==> src/rtl/pnp_pkg.sv <==
package pnp_pkg;

  // byte codes that drive the split
  localparam logic [7:0] CHAR_SLASH = 8'h2F;
  localparam logic [7:0] CHAR_DOT   = 8'h2E;

  // queue sizes between the stages
  localparam int BQ_DEPTH = 4;
  localparam int BQ_PTR_W = $clog2(BQ_DEPTH);
  localparam int BQ_CNT_W = $clog2(BQ_DEPTH + 1);
  localparam int OQ_DEPTH = 4;
  localparam int OQ_PTR_W = $clog2(OQ_DEPTH);
  localparam int OQ_CNT_W = $clog2(OQ_DEPTH + 1);

  // result field widths
  localparam int OFF_W = 12;
  localparam int LEN_W = 13;
  localparam int DEP_W = 9;

  typedef enum logic [1:0] {
    EV_ROOT   = 2'd0,
    EV_NAME   = 2'd1,
    EV_PARENT = 2'd2,
    EV_FINAL  = 2'd3
  } ev_t;

  // class of the name being collected
  typedef enum logic [1:0] {
    DOT_OTHER = 2'd0,
    DOT_ONE   = 2'd1,
    DOT_TWO   = 2'd2
  } dcls_t;

  // classified input byte
  typedef struct packed {
    logic slash;
    logic dot;
    logic last;
  } beat_t;

  typedef struct packed {
    ev_t              ev;
    logic [OFF_W-1:0] offset;
    logic [LEN_W-1:0] length;
    logic [DEP_W-1:0] depth;
    logic             valid_res;
    logic             normalized;
    logic             is_dir;
    logic [DEP_W-1:0] component_count;
    logic             end_of_run;
  } res_t;

  // up to two results written per processed byte, oldest in r0
  typedef struct packed {
    logic [1:0] n;
    res_t       r0;
    res_t       r1;
  } oq_wr_t;

endpackage

==> src/rtl/path_normalize_parser_core.sv <==
// Streaming path parser/normalizer.
// Input channel (in_*): one path byte per beat, in_last on the final byte;
// a beat is taken when in_push is high and in_full is low.
// Result channel (out_*): queue-style read side; a result sits on the
// out_ ports while out_empty is low and leaves on a cycle with out_pop high.
// Each byte yields zero, one or two results: an event for a root, kept
// name or kept parent step, and on the last byte a final status beat
// with out_end_of_run set.
// Data path: a taken byte is written into the byte queue, the back stage
// pops it and writes its results into the result queue, and the reader
// pops them from there.
// Throughput: one byte per cycle while in_full is low, limited by the
// result read side, which drains one beat per cycle; a byte with two
// results gives the reader an extra beat to pop.
// The front stage classifies bytes into a 4-deep queue; the back stage
// holds the path state and writes up to two results into a 4-deep result
// queue, and only takes a byte while two result slots are free.
// Reset (rst_n low, synchronous) empties both queues and starts a new path.
// A stalled reader backs up the result queue, then the byte queue, and
// finally raises in_full; nothing is dropped.
module path_normalize_parser_core
  import pnp_pkg::*;
#(
  parameter int MAX_PATH_LEN   = 4096,
  parameter int MAX_COMPONENTS = 256
) (
  input  logic              clk,
  input  logic              rst_n,
  input  logic              in_push,
  output logic              in_full,
  input  logic [7:0]        in_char_in,
  input  logic              in_last,
  output logic              out_empty,
  input  logic              out_pop,
  output logic [1:0]        out_event_res,
  output logic [OFF_W-1:0]  out_offset,
  output logic [LEN_W-1:0]  out_length,
  output logic [DEP_W-1:0]  out_depth,
  output logic              out_valid_res,
  output logic              out_normalized,
  output logic              out_is_dir,
  output logic [DEP_W-1:0]  out_component_count,
  output logic              out_end_of_run
);

  logic   bq_valid, bq_pop, oq_ready;
  beat_t  bq_beat;
  oq_wr_t oq_wr;
  res_t   head;

  // front: classify and queue bytes
  pnp_front u_front (
    .clk      (clk),
    .rst_n    (rst_n),
    .push     (in_push),
    .char_in  (in_char_in),
    .last     (in_last),
    .full     (in_full),
    .bq_valid (bq_valid),
    .bq_beat  (bq_beat),
    .bq_pop   (bq_pop)
  );

  // back: path state, component and status events
  pnp_back #(
    .MAX_PATH_LEN   (MAX_PATH_LEN),
    .MAX_COMPONENTS (MAX_COMPONENTS)
  ) u_back (
    .clk      (clk),
    .rst_n    (rst_n),
    .bq_valid (bq_valid),
    .bq_beat  (bq_beat),
    .bq_pop   (bq_pop),
    .oq_ready (oq_ready),
    .oq_wr    (oq_wr)
  );

  // result queue, up to two writes and one read per cycle
  pnp_outq u_outq (
    .clk   (clk),
    .rst_n (rst_n),
    .wr    (oq_wr),
    .ready (oq_ready),
    .empty (out_empty),
    .pop   (out_pop),
    .head  (head)
  );

  assign out_event_res       = head.ev;
  assign out_offset          = head.offset;
  assign out_length          = head.length;
  assign out_depth           = head.depth;
  assign out_valid_res       = head.valid_res;
  assign out_normalized      = head.normalized;
  assign out_is_dir          = head.is_dir;
  assign out_component_count = head.component_count;
  assign out_end_of_run      = head.end_of_run;

endmodule

==> src/rtl/pnp_front.sv <==
module pnp_front
  import pnp_pkg::*;
(
  input  logic  clk,
  input  logic  rst_n,
  input  logic  push,
  input  logic  [7:0] char_in,
  input  logic  last,
  output logic  full,
  output logic  bq_valid,
  output beat_t bq_beat,
  input  logic  bq_pop
);

  beat_t                mem_r [BQ_DEPTH];
  logic [BQ_PTR_W-1:0]  wp_r, wp_nxt, rp_r, rp_nxt;
  logic [BQ_CNT_W-1:0]  cnt_r, cnt_nxt;
  logic                 wr, rd;
  beat_t                cls;

  // classify the byte on entry
  always_comb begin
    cls.slash = (char_in == CHAR_SLASH);
    cls.dot   = (char_in == CHAR_DOT);
    cls.last  = last;
  end

  assign full     = (cnt_r == BQ_CNT_W'(BQ_DEPTH));
  assign bq_valid = (cnt_r != '0);
  assign bq_beat  = mem_r[rp_r];
  assign wr       = push & ~full;
  assign rd       = bq_pop & bq_valid;

  always_comb begin
    wp_nxt  = wr ? wp_r + BQ_PTR_W'(1) : wp_r;
    rp_nxt  = rd ? rp_r + BQ_PTR_W'(1) : rp_r;
    cnt_nxt = cnt_r + BQ_CNT_W'(wr) - BQ_CNT_W'(rd);
  end

  always_ff @(posedge clk) begin
    if (!rst_n) begin
      wp_r  <= '0;
      rp_r  <= '0;
      cnt_r <= '0;
    end else begin
      wp_r  <= wp_nxt;
      rp_r  <= rp_nxt;
      cnt_r <= cnt_nxt;
    end
  end

  always_ff @(posedge clk) begin
    if (wr) begin
      mem_r[wp_r] <= cls;
    end
  end

endmodule

==> src/rtl/pnp_back.sv <==
module pnp_back
  import pnp_pkg::*;
#(
  parameter int MAX_PATH_LEN   = 4096,
  parameter int MAX_COMPONENTS = 256
) (
  input  logic   clk,
  input  logic   rst_n,
  input  logic   bq_valid,
  input  beat_t  bq_beat,
  output logic   bq_pop,
  input  logic   oq_ready,
  output oq_wr_t oq_wr
);

  localparam int POS_W = $clog2(MAX_PATH_LEN + 1);
  localparam int CNT_W = $clog2(MAX_COMPONENTS + 1);
  localparam logic [POS_W-1:0] MAX_LEN_C = POS_W'(MAX_PATH_LEN);
  localparam logic [CNT_W-1:0] MAX_CMP_C = CNT_W'(MAX_COMPONENTS);

  logic [POS_W-1:0] pos_r, pos_nxt;
  logic [POS_W-1:0] start_r, start_nxt;
  logic [POS_W-1:0] nlen_r, nlen_nxt;
  dcls_t            dcls_r, dcls_nxt;
  logic             rooted_r, rooted_nxt;
  logic [CNT_W-1:0] depth_r, depth_nxt;
  logic [CNT_W-1:0] raw_r, raw_nxt;
  logic             norm_r, norm_nxt;
  logic             stop_r, stop_nxt;

  logic             take, stop0, act, root, fin_do, sep_name, dbl_slash;
  logic [POS_W-1:0] upd_start, upd_len, fin_start, fin_len;
  dcls_t            upd_cls, fin_cls;
  logic             f_emit, f_stop, f_nclr;
  ev_t              f_ev;
  logic [CNT_W-1:0] f_depth, f_raw;
  logic [CNT_W-1:0] depth_aft, raw_aft;
  logic             norm_aft, stop_aft, rooted_aft, ok_f, ev0;
  logic [POS_W-1:0] r0_start, r0_len;
  logic [CNT_W-1:0] r0_depth, fd, fc;
  logic [POS_W+OFF_W-1:0] off_x;
  logic [POS_W+LEN_W-1:0] len_x;
  logic [CNT_W+DEP_W-1:0] dep0_x, depf_x, cnt_x;
  res_t             r0, r1;

  assign take   = bq_valid & oq_ready;
  assign bq_pop = take;
  assign stop0  = stop_r | (pos_r >= MAX_LEN_C);
  assign act    = take & ~stop0;
  assign root      = act & bq_beat.slash & (pos_r == '0);
  assign sep_name  = act & bq_beat.slash & (pos_r != '0) & (nlen_r != '0);
  assign dbl_slash = act & bq_beat.slash & (pos_r != '0) & (nlen_r == '0);
  assign fin_do    = sep_name | (act & ~bq_beat.slash & bq_beat.last);

  // name bookkeeping for a non-slash byte
  always_comb begin
    upd_len = nlen_r + POS_W'(1);
    if (nlen_r == '0) begin
      upd_start = pos_r;
      upd_cls   = bq_beat.dot ? DOT_ONE : DOT_OTHER;
    end else begin
      upd_start = start_r;
      upd_cls   = (nlen_r == POS_W'(1) && dcls_r == DOT_ONE && bq_beat.dot) ?
                  DOT_TWO : DOT_OTHER;
    end
    fin_start = bq_beat.slash ? start_r : upd_start;
    fin_len   = bq_beat.slash ? nlen_r  : upd_len;
    fin_cls   = bq_beat.slash ? dcls_r  : upd_cls;
  end

  // closing a name
  always_comb begin
    f_emit  = 1'b0;
    f_stop  = 1'b0;
    f_nclr  = 1'b0;
    f_ev    = EV_NAME;
    f_depth = depth_r;
    f_raw   = raw_r;
    if (fin_cls == DOT_ONE) begin
      f_emit = 1'b0;
    end else if (raw_r >= MAX_CMP_C) begin
      f_stop = 1'b1;
    end else if (fin_cls == DOT_TWO) begin
      if (depth_r == '0) begin
        f_stop = 1'b1;
      end else if ((depth_r > CNT_W'(1) || !rooted_r) && depth_r == CNT_W'(1)) begin
        f_stop = 1'b1;
      end else begin
        if (depth_r > CNT_W'(1) || !rooted_r) begin
          f_depth = depth_r - CNT_W'(1);
        end
        f_raw  = raw_r + CNT_W'(1);
        f_nclr = 1'b1;
        f_emit = 1'b1;
        f_ev   = EV_PARENT;
      end
    end else begin
      f_raw   = raw_r + CNT_W'(1);
      f_depth = depth_r + CNT_W'(1);
      f_emit  = 1'b1;
    end
  end

  // state after the byte, then cleared on the last byte of a path
  always_comb begin
    rooted_aft = rooted_r | root;
    depth_aft  = depth_r;
    raw_aft    = raw_r;
    if (root) begin
      depth_aft = depth_r + CNT_W'(1);
      raw_aft   = raw_r + CNT_W'(1);
    end else if (fin_do) begin
      depth_aft = f_depth;
      raw_aft   = f_raw;
    end
    norm_aft = norm_r & ~root & ~dbl_slash & ~(fin_do & f_nclr);
    stop_aft = stop_r | (take & stop0) | (fin_do & f_stop);

    pos_nxt    = act ? pos_r + POS_W'(1) : pos_r;
    start_nxt  = start_r;
    nlen_nxt   = nlen_r;
    dcls_nxt   = dcls_r;
    if (act && bq_beat.slash) begin
      nlen_nxt = '0;
      dcls_nxt = DOT_OTHER;
    end else if (act) begin
      start_nxt = upd_start;
      nlen_nxt  = upd_len;
      dcls_nxt  = upd_cls;
    end
    rooted_nxt = rooted_aft;
    depth_nxt  = depth_aft;
    raw_nxt    = raw_aft;
    norm_nxt   = norm_aft;
    stop_nxt   = stop_aft;
    if (take && bq_beat.last) begin
      pos_nxt    = '0;
      start_nxt  = '0;
      nlen_nxt   = '0;
      dcls_nxt   = DOT_OTHER;
      rooted_nxt = 1'b0;
      depth_nxt  = '0;
      raw_nxt    = '0;
      norm_nxt   = 1'b1;
      stop_nxt   = 1'b0;
    end
  end

  // result beats
  always_comb begin
    ev0      = root | (fin_do & f_emit);
    r0_start = root ? '0 : fin_start;
    r0_len   = root ? POS_W'(1) : fin_len;
    r0_depth = root ? depth_r + CNT_W'(1) : f_depth;
    off_x    = {{OFF_W{1'b0}}, r0_start};
    len_x    = {{LEN_W{1'b0}}, r0_len};
    dep0_x   = {{DEP_W{1'b0}}, r0_depth};
    ok_f     = ~stop_aft & (raw_aft != '0);
    fd       = ok_f ? depth_aft : '0;
    fc       = ok_f ? raw_aft : '0;
    depf_x   = {{DEP_W{1'b0}}, fd};
    cnt_x    = {{DEP_W{1'b0}}, fc};

    r0.ev              = root ? EV_ROOT : f_ev;
    r0.offset          = off_x[OFF_W-1:0];
    r0.length          = len_x[LEN_W-1:0];
    r0.depth           = dep0_x[DEP_W-1:0];
    r0.valid_res       = 1'b0;
    r0.normalized      = 1'b0;
    r0.is_dir          = 1'b0;
    r0.component_count = '0;
    r0.end_of_run      = 1'b0;

    r1.ev              = EV_FINAL;
    r1.offset          = '0;
    r1.length          = '0;
    r1.depth           = depf_x[DEP_W-1:0];
    r1.valid_res       = ok_f;
    r1.normalized      = ok_f & norm_aft;
    r1.is_dir          = ok_f & bq_beat.slash;
    r1.component_count = cnt_x[DEP_W-1:0];
    r1.end_of_run      = 1'b1;

    if (ev0) begin
      oq_wr.r0 = r0;
      oq_wr.r1 = r1;
      oq_wr.n  = take ? (bq_beat.last ? 2'd2 : 2'd1) : 2'd0;
    end else begin
      oq_wr.r0 = r1;
      oq_wr.r1 = r1;
      oq_wr.n  = (take && bq_beat.last) ? 2'd1 : 2'd0;
    end
  end

  always_ff @(posedge clk) begin
    if (!rst_n) begin
      pos_r    <= '0;
      start_r  <= '0;
      nlen_r   <= '0;
      dcls_r   <= DOT_OTHER;
      rooted_r <= 1'b0;
      depth_r  <= '0;
      raw_r    <= '0;
      norm_r   <= 1'b1;
      stop_r   <= 1'b0;
    end else begin
      pos_r    <= pos_nxt;
      start_r  <= start_nxt;
      nlen_r   <= nlen_nxt;
      dcls_r   <= dcls_nxt;
      rooted_r <= rooted_nxt;
      depth_r  <= depth_nxt;
      raw_r    <= raw_nxt;
      norm_r   <= norm_nxt;
      stop_r   <= stop_nxt;
    end
  end

  a_depth_le_raw: assert property (@(posedge clk) disable iff (!rst_n)
    depth_r <= raw_r)
    else $error("normalized depth above raw component count");

  a_clear_after_last: assert property (@(posedge clk) disable iff (!rst_n)
    (take && bq_beat.last) |=> (pos_r == '0 && raw_r == '0 && !stop_r))
    else $error("path state not cleared after last byte");

endmodule

==> src/rtl/pnp_outq.sv <==
module pnp_outq
  import pnp_pkg::*;
(
  input  logic   clk,
  input  logic   rst_n,
  input  oq_wr_t wr,
  output logic   ready,
  output logic   empty,
  input  logic   pop,
  output res_t   head
);

  res_t                mem_r [OQ_DEPTH];
  logic [OQ_PTR_W-1:0] wp_r, wp_nxt, rp_r, rp_nxt;
  logic [OQ_CNT_W-1:0] cnt_r, cnt_nxt, free;
  logic                rd;

  assign free  = OQ_CNT_W'(OQ_DEPTH) - cnt_r;
  assign ready = (free >= OQ_CNT_W'(2));
  assign empty = (cnt_r == '0);
  assign head  = mem_r[rp_r];
  assign rd    = pop & ~empty;

  always_comb begin
    wp_nxt  = wp_r + OQ_PTR_W'(wr.n);
    rp_nxt  = rd ? rp_r + OQ_PTR_W'(1) : rp_r;
    cnt_nxt = cnt_r + OQ_CNT_W'(wr.n) - OQ_CNT_W'(rd);
  end

  always_ff @(posedge clk) begin
    if (!rst_n) begin
      wp_r  <= '0;
      rp_r  <= '0;
      cnt_r <= '0;
    end else begin
      wp_r  <= wp_nxt;
      rp_r  <= rp_nxt;
      cnt_r <= cnt_nxt;
    end
  end

  always_ff @(posedge clk) begin
    if (wr.n != 2'd0) begin
      mem_r[wp_r] <= wr.r0;
    end
    if (wr.n == 2'd2) begin
      mem_r[wp_r + OQ_PTR_W'(1)] <= wr.r1;
    end
  end

  a_no_overflow: assert property (@(posedge clk) disable iff (!rst_n)
    (wr.n != 2'd0) |-> (OQ_CNT_W'(wr.n) <= free))
    else $error("result queue written beyond its free space");

  a_cnt_bound: assert property (@(posedge clk) disable iff (!rst_n)
    cnt_r <= OQ_CNT_W'(OQ_DEPTH))
    else $error("result queue count out of range");

endmodule

==> config.mk <==
export PLATFORM = sky130hd
export DESIGN_NAME = path_normalize_parser_core
export DESIGN_NICKNAME = d
export VERILOG_FILES = /design/src/rtl/pnp_pkg.sv /design/src/rtl/path_normalize_parser_core.sv /design/src/rtl/pnp_front.sv /design/src/rtl/pnp_back.sv /design/src/rtl/pnp_outq.sv
export SDC_FILE = /design/constraint.sdc
export NUM_CORES = 1
export LEC_CHECK = 0
export BUFFER_PORTS_ARGS = -buffer_cell sky130_fd_sc_hd__buf_2
export CORE_ASPECT_RATIO = 1.4
export CORE_MARGIN = 5
export CORE_UTILIZATION = 35
export CTS_CLUSTER_SIZE = 14
export DETAILED_ROUTE_END_ITERATION = 6
export GPL_TIMING_DRIVEN = 0
export HOLD_SLACK_MARGIN = 0.02
export PLACE_DENSITY = 0.55
export SLEW_MARGIN = 20
export SYNTH_ARGS = -nofsm -noshare
export SYNTH_HDL_FRONTEND = slang
export SYNTH_SLANG_ARGS = --single-unit
==> constraint.sdc <==
create_clock -name clk -period 9.6 [get_ports clk]
set_input_delay 0.96 -clock clk [delete_from_list [all_inputs] [get_ports clk]]
set_output_delay 0.96 -clock clk [all_outputs]
set_load 0.02 [all_outputs]
Word level (Yosys, flattened, before mapping). Memories as Yosys holds them, arrays and structs flattened. A register that Yosys moved wholly into a read port is not among the register bits. Index checks and enable logic that the tools add are counted.

Bits in registers: 76. Bits in latches: 0. Memory bits (writable): 208. ROM bits: 0. Input bits: 13. Output and inout port bits: 51. Logic and storage cells: 162. Memories kept: 2.

Memory list: u_outq.mem_r (words 4, width 49, read ports 1, clocked after Yosys merged registers in 1, write ports 2, RTL line pnp_outq.sv:13) `res_t mem_r [OQ_DEPTH];`; u_front.mem_r (words 4, width 3, read ports 1, clocked after Yosys merged registers in 1, write ports 1, RTL line pnp_front.sv:15) `beat_t mem_r [BQ_DEPTH];`.

Add/subtract/negate cells: 15. $mul: 0. Div/mod/pow operators: 0. Order comparisons: 4. Eq/ne operators: 9. Shift operators: 0. Mux-type cells: 60. Bitwise gates (word level): 38. Reduce and logical (&&, ||, !) cells: 19.

Operators by type and width (number): 2-to-1 mux 9 bit (18); 2-to-1 mux 100 bit (1); 2-to-1 mux 13 bit (3); 2-to-1 mux 2 bit (15); adder 13 x 1 -> 13 bit, second input constant (2); logical NOT 13 bit (2); nonzero test 13 bit (2); 2-to-1 mux 12 bit (2); bitwise AND 1 bit (22); 2-to-1 mux 1 bit (21); adder 9 x 1 -> 9 bit, second input constant (2); equality test 8 x 6 -> 1 bit, second input constant (2); equality test 13 x 1 -> 1 bit, second input constant (1); >= comparator 13 bit, second input constant (1); inverter 1 bit (10); equality test 9 x 1 -> 1 bit, second input constant (1); >= comparator 9 bit, second input constant (1); greater-than comparator 9 x 1 -> 1 bit, second input constant (1); logical NOT 9 bit (1); nonzero test 9 bit (1); subtractor 9 x 1 -> 9 bit, second input constant (1); adder 2 x 1 -> 2 bit, second input constant (4); OR 1 bit (6); subtractor 3 x 1 -> 3 bit (2); other kinds (17) (23).

Logic depth before layout (Yosys ltp). Gate-level depths: netlist of run 1.

Depth after elaboration: 19. Mapped depth: 18. Gate-level depth less buffers: 15.

Cells and area by module. Synthesis of run 1 repeated with hierarchy kept, for this count alone.

Cells, all modules: 1229. Area total of the unflattened synthesis: 15287.2 sq um.

Modules (own cells, without submodules): pnp_outq (times used 1, cells each 528, area each 9934.5 sq um, sequential area each 6065.8 sq um); pnp_back (times used 1, cells each 633, area each 4414.2 sq um, sequential area each 1221.2 sq um); pnp_front (times used 1, cells each 68, area each 938.4 sq um, sequential area each 540.5 sq um).

Least setup slack after synthesis of run 1. No wires, ideal clock.

Kind: register to register. Start point: reg u_outq.cnt_r[0]. End point: reg u_outq.cnt_r[2]. Setup time: 115 ps. Arrival: 3703 ps. Data required time: 9485 ps. Path slack: 5782 ps. Cell stages (with the launch flop): 17. Path buffers: 3. Period minus slack after synthesis: 3818 ps. Cells stage by stage: dfxtp_1 inv_1 ha_1 ha_1 or3b_2 and3_1 buf_2 nand2_1 o22a_2 o31a_1 clkbuf_1 clkbuf_1 o21ai_0 ha_1 fa_1 xnor2_1 and2_1.

Longest elaborated chain between the ends: 13. Elaborated cells between the ends (all ways): 22. Those cells by class: add/sub: 3; order compare: 1; mux: 3; bitwise: 13; reduce/logical: 2.

RTL lines: from (decl) (RTL line pnp_outq.sv:15) `logic [OQ_CNT_W-1:0] cnt_r, cnt_nxt, free;`; from (signal assigned) (RTL line pnp_outq.sv:38) `cnt_r <= cnt_nxt;`; subtractor 3 bit (RTL line pnp_outq.sv:18) `assign free = OQ_CNT_W'(OQ_DEPTH) - cnt_r;`; >= comparator 3 x 2 -> 1 bit (RTL line pnp_outq.sv:19) `assign ready = (free >= OQ_CNT_W'(2));`; bitwise AND 1 bit (RTL line pnp_back.sv:46) `assign take = bq_valid & oq_ready;`; bitwise AND 1 bit (RTL line pnp_back.sv:49) `assign act = take & ~stop0;`; bitwise AND 1 bit (RTL line pnp_back.sv:50, pnp_back.sv:51); bitwise AND 1 bit (2 in series) (RTL line pnp_back.sv:51) `assign sep_name = act & bq_beat.slash & (pos_r != '0) & (nlen_r != '0);`; OR 1 bit (RTL line pnp_back.sv:53) `assign fin_do = sep_name | (act & ~bq_beat.slash & bq_beat.last);`; bitwise AND 1 bit (RTL line pnp_back.sv:151) `ev0 = root | (fin_do & f_emit);`; OR 1 bit (RTL line pnp_back.sv:151); 2-to-1 mux 100 bit (RTL line pnp_back.sv:184) `if (ev0) begin`; adder 3 x 2 -> 3 bit (RTL line pnp_outq.sv:27) `cnt_nxt = cnt_r + OQ_CNT_W'(wr.n) - OQ_CNT_W'(rd);`; subtractor 3 x 1 -> 3 bit (*) (RTL line pnp_outq.sv:27).

Every way passes the cells marked *; elsewhere a longest branch is shown, timed or not. A chain may end at the register's enable or synchronous reset.

==> impl_results.md, run 1 <==
- Die W: 177 µm
- Post-CTS Setup Repair Bufs: 0
- Max-slew violation count: 0
- Crit path max-delay cell type: clkbuf_1
- Number of remaining DRC errors: 0
- Htree depth: 1
- PortBufs: 63
- Power Dens Cells: 306 nW/µm²
- DR iter-0 viols: 783
- Commonest cells after routing, fill and taps aside: nand2_1 (315), dfxtp_1 (191), a21oi_1 (163), nor2_1 (155), edfxtp_1 (96)
- Reg2Reg Depth: 13
- Yosys warning count: 0
- Crit path max-delay family: simple AND/OR/NAND/NOR gates
- Fmax: 0.212 GHz
- GR Util All Layers: 18.6%
- Initial antenna violation count: 0
- Die height: 244 µm
- Worst hold margin: 451 ps
- CTS tree: built
- Ys flop type: dfxtp_1
- CP endpoint: u_outq.mem_r[2][8]$_DFFE_PP_
- CP startpoint kind: flop
- Clk root buf: clkbuf_16
- Post-CTS Hold Fix Bufs: 0
- Static leakage power: 0.00537 µW
- Async SR Flop Fraction: 0%
- DR vias: 11037
- Initial core utilization: 35.5%
- Critical R2R Capture: u_outq.mem_r[2][8]$_DFFE_PP_
- Multi-input gate area in the final layout: 6510 µm²
- Crit-path cells: inv_1 > ha_1 > ha_1 > or3b_2 > and3_1 > buf_2 > nand2_1 > o22a_2 > o31a_1 > nand2_1 > nand2_1 > clkbuf_1 > nand2_2
- Diode count: 0
- Fillcell total: 3886
- Std cell rows: 85
- Placer Congestion: 0.917
- Share of layout cells above drive strength 1: 12.5%
- Syn-to-layout area delta: 14.1%
- Worst-path clk slew: 60 ps
- Synth Cell Area: 13700 µm²
- WP depth: 13
- Most common cell after layout, fill and taps aside: nand2_1
- Wire length of the first global-routing pass: 63500 µm
- Die footprint: 43300 µm²
- Post-synth EDFFs: 96
- Crit. End Element: flop
- Final nets: 1591
- Routed WL: 40700 µm
- Setup ws final: 4870 ps
- Critical path data required time: 9740 ps
- Worst vdd ir: 161 µV
- Setup TNS: 0 ps
- Clk_lat worst skew: 560 ps
- Synth cell types: 79
- Final Hold Viols: 0
- Setup Skew: 16.2 ps
- Clock sinks: 287
- Vias per cell: 5.27
- Dpl hpwl: 29700 µm
- Vias in the first global route: 11286
- Drt wl/cell: 19.4 µm
- CP Class: flop to flop
- Worst R2R Setup Slack: 4870 ps
- Final setup vio count: 0
- Clock buffer depth: 3
- Hold WC Path Type: flop to flop
- Core Area: 38600 µm²
- CP arrival: 4870 ps
- Worst-Margin Slew: 1180 ps
- Gate Count Post-Synth: 1459
- Run status: finished, final reports clean
- CP max stage delay: 590 ps
- Global route total overflow: 0
- Yosys reg bits: 287
- Crit share post-route: 49.2%
- Resize count post-CTS: 0
- Max FO, Critical Path: 21
- Pwr Total: 4780 µW
- Place WS: 4590 ps
- Sequential area share after synthesis: 48.9%
- Final ANT Viol Nets: 0
- CTS buffer count: 28
- Mapped Nets: 1498
- Largest net degree at the start of global routing: 23
- Maxcap violations: 0
- RSZ-0062 raised after global routing: no
- RR Startpoint: u_outq.cnt_r[1]$_SDFF_PN0_
- Slew headroom: 20.4%
- Bufs and invs on worst path: 3
- I/O Pins: 64
- Most used cell, CP: nand2_1
- CP Launch Point: u_outq.cnt_r[1]$_SDFF_PN0_
- Mean Syn Cell Area: 9.40 µm²
- FF/Latch Area: 6710 µm²
- Final min period: 4730 ps
- Iteration count of the initial detailed-routing pass: 6
==> synthesized netlist by cell type, types with 9 or more instances <==
cell type | instances | area share [%]
buf_1 | 9 | 0.25
edfxtp_1 | 96 | 21
mux4_2 | 50 | 8.2
dfxtp_1 | 191 | 28
a21oi_1 | 163 | 5.9
nor3_1 | 19 | 0.69
xnor2_1 | 31 | 2.0
o22ai_1 | 22 | 1.0
xor2_1 | 26 | 1.7
inv_1 | 28 | 0.77
or3_1 | 11 | 0.50
buf_2 | 11 | 0.40
clkbuf_1 | 74 | 2.0
nand4_1 | 9 | 0.41
nor2_1 | 155 | 4.2
nand2_1 | 319 | 8.7
nand3_1 | 24 | 0.88
ha_1 | 24 | 2.2
o21ai_0 | 22 | 0.80
and2_1 | 26 | 1.2
a211oi_1 | 9 | 0.49
and3_1 | 20 | 0.91
==> worst min path at each step <==
stage / slack (ps) / end / from / cells after the start
6_report: 450 / u_back.start_r[2]$_SDFFE_PP0P_ / u_back.start_r[2]$_SDFFE_PP0P_ / 2
5_1_grt: 460 / u_outq.mem_r[3][31]$_SDFFE_PP0N_ / u_outq.mem_r[3][31]$_SDFFE_PP0N_ / 2
4_1_cts: 450 / u_back.start_r[2]$_SDFFE_PP0P_ / u_back.start_r[2]$_SDFFE_PP0P_ / 2
3_5_place_dp: 440 / u_back.start_r[5]$_SDFFE_PP0P_ / u_back.start_r[5]$_SDFFE_PP0P_ / 2
3_3_place_gp: 440 / u_outq.mem_r[0][33]$_SDFFE_PP0P_ / u_outq.mem_r[0][33]$_SDFFE_PP0P_ / 2
2_1_floorplan: 430 / u_back.start_r[5]$_SDFFE_PP0P_ / u_back.start_r[5]$_SDFFE_PP0P_ / 2
==> worst min-delay path: cells and delay by family (launching register included) <==
family | cells | cell delay (ps)
DFF | 1 | 310
AOI/OAI and AO/OA | 1 | 50
and+or+nand+nor | 1 | 50
==> per-layer routing <==
metal	up-vias	global-route usage, %	share of wire (%)
met4	0	8.58	4.7
li1	5286	-	-
met5	-	0	0
met3	97	1.78	3.8
met2	307	34.6	53
met1	5347	21.3	39
==> power breakdown <==
part | internal (µW) | switching (µW) | total (µW)
clock | 681 | 473 | 1150
sequential | 1500 | 82.0 | 1580
combinational | 618 | 1430 | 2050
total | 2800 | 1990 | 4780
==> stage by stage <==
step                      cell area [µm²]  cells  util, %
after global placement              14700   2044     38.0
final                               15600   2096     40.5
after CTS                           15600   2096     40.5
after detailed placement            14700   2044     38.0
after global routing                15600   2096     40.5
after floorplan                     13700   1459        -
==> kinds of logic after synthesis <==
| logic type | after synthesis | share of synthesized area, % |
|---|---|---|
| compound gates | 273 | 11.9 |
| simple gates | 627 | 20.2 |
| mux | 60 | 9.08 |
| flops | 287 | 48.9 |
| fa+ha+maj | 26 | 2.48 |
| xor+xnor | 58 | 3.76 |
| buf+inv | 128 | 3.69 |
==> cell type report <==
type	instances	share of cell area, %
tap	522	4.17
timing repair buffer	63	2.02
inverter	30	0.720
multi-input combinational	1044	41.6
buffer	98	2.53
clock buffer	43	5.11
sequential	287	42.9
clock inverter	9	0.960
==> flip-flops by register name, indices dropped and copies added (netlist names), 3 cells and up, named ones only <==
signal          cells
u_back.depth_r      9
u_back.nlen_r      13
u_back.pos_r       13
u_back.raw_r        9
u_back.start_r     12
u_front.cnt_r       3
u_front.mem_r      12
u_outq.cnt_r        3
u_outq.mem_r      196
Power figures use the tool's default switching activity.
==> run 2, diff against run 1 <==
--- a/config.mk
+++ b/config.mk
@@ -13,7 +13,7 @@
 export DETAILED_ROUTE_END_ITERATION = 6
 export GPL_TIMING_DRIVEN = 0
 export HOLD_SLACK_MARGIN = 0.02
-export PLACE_DENSITY = 0.55
+export PLACE_DENSITY = 0.57
 export SLEW_MARGIN = 20
 export SYNTH_ARGS = -nofsm -noshare
 export SYNTH_HDL_FRONTEND = slang
==> constraint.sdc (replaced) <==
create_clock -name clk -period 4 [get_ports clk]
set_input_delay 0.4 -clock clk [delete_from_list [all_inputs] [get_ports clk]]
set_output_delay 0.4 -clock clk [all_outputs]
set_load 0.02 [all_outputs]
==> impl_results.md, run 2 (same netlist as run 1, synthesis figures left out) <==
- Reg2Reg Depth: 17 (was 13)
- Std cell rows: 85 (unchanged)
- GR Util All Layers: 18.7% (was 18.6%)
- Critical path data required time: 4270 ps (was 9740 ps)
- Post-CTS Hold Fix Bufs: 0 (unchanged)
- CP startpoint kind: flop (unchanged)
- Critical R2R Capture: u_outq.mem_r[2][10]$_DFFE_PP_ (was u_outq.mem_r[2][8]$_DFFE_PP_)
- Final nets: 1603 (was 1591)
- Run status: finished, final reports clean (unchanged)
- Most common cell after layout, fill and taps aside: nand2_1 (unchanged)
- Worst Hold Depth: 1 (was 2)
- Maxcap violations: 0 (unchanged)
- Worst vdd ir: 375 µV (was 161 µV)
- Wire length of the first global-routing pass: 63900 µm (was 63500 µm)
- Hold Path Sink: u_front.mem_r[0][0]$_DFFE_PP_ (was u_back.start_r[2]$_SDFFE_PP0P_)
- Dpl hpwl: 29800 µm (was 29700 µm)
- Fillcell total: 3748 (was 3886)
- Clk root buf: clkbuf_16 (unchanged)
- Hold WC Path Type: input port to flop (was flop to flop)
- Setup TNS: 0 ps (unchanged)
- Worst R2R Setup Slack: 110 ps (was 4870 ps)
- Clock sinks: 287 (unchanged)
- Pwr Total: 11700 µW (was 4780 µW)
- Final instance area: 16000 µm² (was 15600 µm²)
- PortBufs: 63 (unchanged)
- Worst-Margin Slew: 1010 ps (was 1180 ps)
- Clk_lat worst skew: 550 ps (was 560 ps)
- Core Area: 38600 µm² (unchanged)
- Initial antenna violation count: 0 (unchanged)
- Final min period: 3890 ps (was 4730 ps)
- Vias per cell: 5.27 (about the same)
- Largest register FFs: 196 (unchanged)
- CP arrival: 4160 ps (was 4870 ps)
- Top flop regs: u_outq.mem_r x196, u_back.nlen_r x13, u_back.pos_r x13 (unchanged)
- Placer Congestion: 0.904 (was 0.917)
- Crit path max-delay cell type: dfxtp_1 (was clkbuf_1)
- Max-slew violation count: 0 (unchanged)
- Power Dens Cells: 735 nW/µm² (was 306 nW/µm²)
- DR iter-0 viols: 829 (was 783)
- Iteration count of the initial detailed-routing pass: 5 (was 6)
- Die W: 177 µm (unchanged)
- Setup Skew: 15.3 ps (was 16.2 ps)
- CTS tree: built (unchanged)
- I/O Pins: 64 (unchanged)
- Most flop-heavy register: u_outq.mem_r (unchanged)
- Vias in the first global route: 11253 (was 11286)
- Clock buffer depth: 3 (unchanged)
- Final Hold Viols: 0 (unchanged)
- Syn-to-layout area delta: 16.5% (was 14.1%)
- CP max stage delay: 310 ps (was 590 ps)
- Worst-path clk slew: 70 ps (was 60 ps)
- Crit. End Element: flop (unchanged)
- DR vias: 11106 (was 11037)
- Htree depth: 1 (unchanged)
- Crit-path cells: inv_1 > ha_1 > ha_1 > or3b_2 > and3_4 > buf_6 > nand2_1 > o22a_4 > o31a_1 > buf_4 > buf_4 > o21a_1 > nor3b_4 > o2111ai_4 > nand2_2 > buf_2 > nor2_1 (was inv_1 > ha_1 > ha_1 > or3b_2 > and3_1 > buf_2 > nand2_1 > o22a_2 > o31a_1 > nand2_1 > nand2_1 > clkbuf_1 > nand2_2)
- Static leakage power: 0.00555 µW (was 0.00537 µW)
- Global route total overflow: 0 (unchanged)
- RR Startpoint: u_outq.cnt_r[0]$_SDFF_PN0_ (was u_outq.cnt_r[1]$_SDFF_PN0_)
- Drt wl/cell: 19.5 µm (was 19.4 µm)
- Number of remaining DRC errors: 0 (unchanged)
- Share of layout cells above drive strength 1: 16.5% (was 12.5%)
- Crit share post-route: 97.2% (was 49.2%)
- Hold Crit Start: in_last (was u_back.start_r[2]$_SDFFE_PP0P_)
- CP Class: flop to flop (unchanged)
- Bufs and invs on worst path: 5 (was 3)
- Initial core utilization: 35.5% (unchanged)
- Max FO, Critical Path: 10 (was 21)
- Placement Cell Area: 14700 µm² (about the same)
- Die footprint: 43300 µm² (unchanged)
- Largest net degree at the start of global routing: 23 (unchanged)
- Routed WL: 41000 µm (was 40700 µm)
- Commonest cells after routing, fill and taps aside: nand2_1 (311), dfxtp_1 (191), a21oi_1 (155), nor2_1 (151), edfxtp_1 (96) (was nand2_1 (315), dfxtp_1 (191), a21oi_1 (163), nor2_1 (155), edfxtp_1 (96))
- Slew headroom: 32.7% (was 20.4%)
- Final ANT Viol Nets: 0 (unchanged)
- Final setup vio count: 0 (unchanged)
- Fmax: 0.257 GHz (was 0.212 GHz)
- CTS buffer count: 28 (unchanged)
- Crit path max-delay family: simple AND/OR/NAND/NOR gates (unchanged)
- Diode count: 0 (unchanged)
- Die height: 244 µm (unchanged)
run 2: through the flow:
stage | hold slack, ps | worst slack, ps | std cells | util [%]
2_1_floorplan | 432 | 182 | 1459 | -
3_3_place_gp | 439 | -1040 | 2044 | 38.0
3_5_place_dp | 443 | -925 | 2044 | 38.0
4_1_cts | 57.9 | 10.8 | 2099 | 41.0
5_1_grt | 64.5 | -11.6 | 2107 | 41.4
6_report | 78.2 | 112 | 2107 | 41.4
run 2: worst max path at each step:
| stage | start | end | slack (ps) | depth (start not counted) |
|---|---|---|---|---|
| after floorplan | u_outq.cnt_r[0]$_SDFF_PN0_ | u_outq.cnt_r[2]$_SDFF_PN0_ | 180 | 16 |
| after global placement | u_outq.cnt_r[1]$_SDFF_PN0_ | u_outq.mem_r[2][7]$_DFFE_PP_ | -1040 | 13 |
| after detailed placement | u_outq.cnt_r[0]$_SDFF_PN0_ | u_outq.mem_r[0][8]$_DFFE_PP_ | -920 | 13 |
| after CTS | u_outq.cnt_r[0]$_SDFF_PN0_ | u_outq.mem_r[1][15]$_DFFE_PP_ | 10 | 18 |
| after global routing | flop | u_outq.cnt_r[2]$_SDFF_PN0_ | -10 | 13 |
| final | u_outq.cnt_r[0]$_SDFF_PN0_ | u_outq.mem_r[2][10]$_DFFE_PP_ | 110 | 17 |
run 2: timing repair:
action                                  4_1_cts  5_1_grt
pin swaps                                     5        6
buffers inserted                              6        9
endpoints found under the hold margin         0        0
endpoints found under the setup margin      284      207
resized for setup                            58       35
run 2: final cells by class:
class | instances | area [µm²] | area share [%]
Multi-Input combinational cell | 1044 | 6720 | 42.1
Sequential cell | 287 | 6710 | 42.0
Clock buffer | 41 | 801 | 5.01
Tap cell | 522 | 653 | 4.09
Buffer | 95 | 457 | 2.86
Timing Repair Buffer | 78 | 444 | 2.78
Inverter | 30 | 113 | 0.705
Clock inverter | 10 | 78.8 | 0.493
run 2: layer usage:
metal | global-route usage (%) | vias to the layer above | share of wire (%)
met5 | 0 | - | 0
met1 | 21.3 | 5361 | 38
met3 | 1.75 | 106 | 4.2
li1 | - | 5319 | -
met4 | 8.22 | 0 | 4.6
met2 | 35.1 | 320 | 53
run 2: power by group:
group / total [µW] / internal [µW] / switching [µW]
logic: 5360 / 1780 / 3580
registers: 3790 / 3590 / 203
clock network: 2580 / 1450 / 1130
total: 11700 / 6820 / 4920
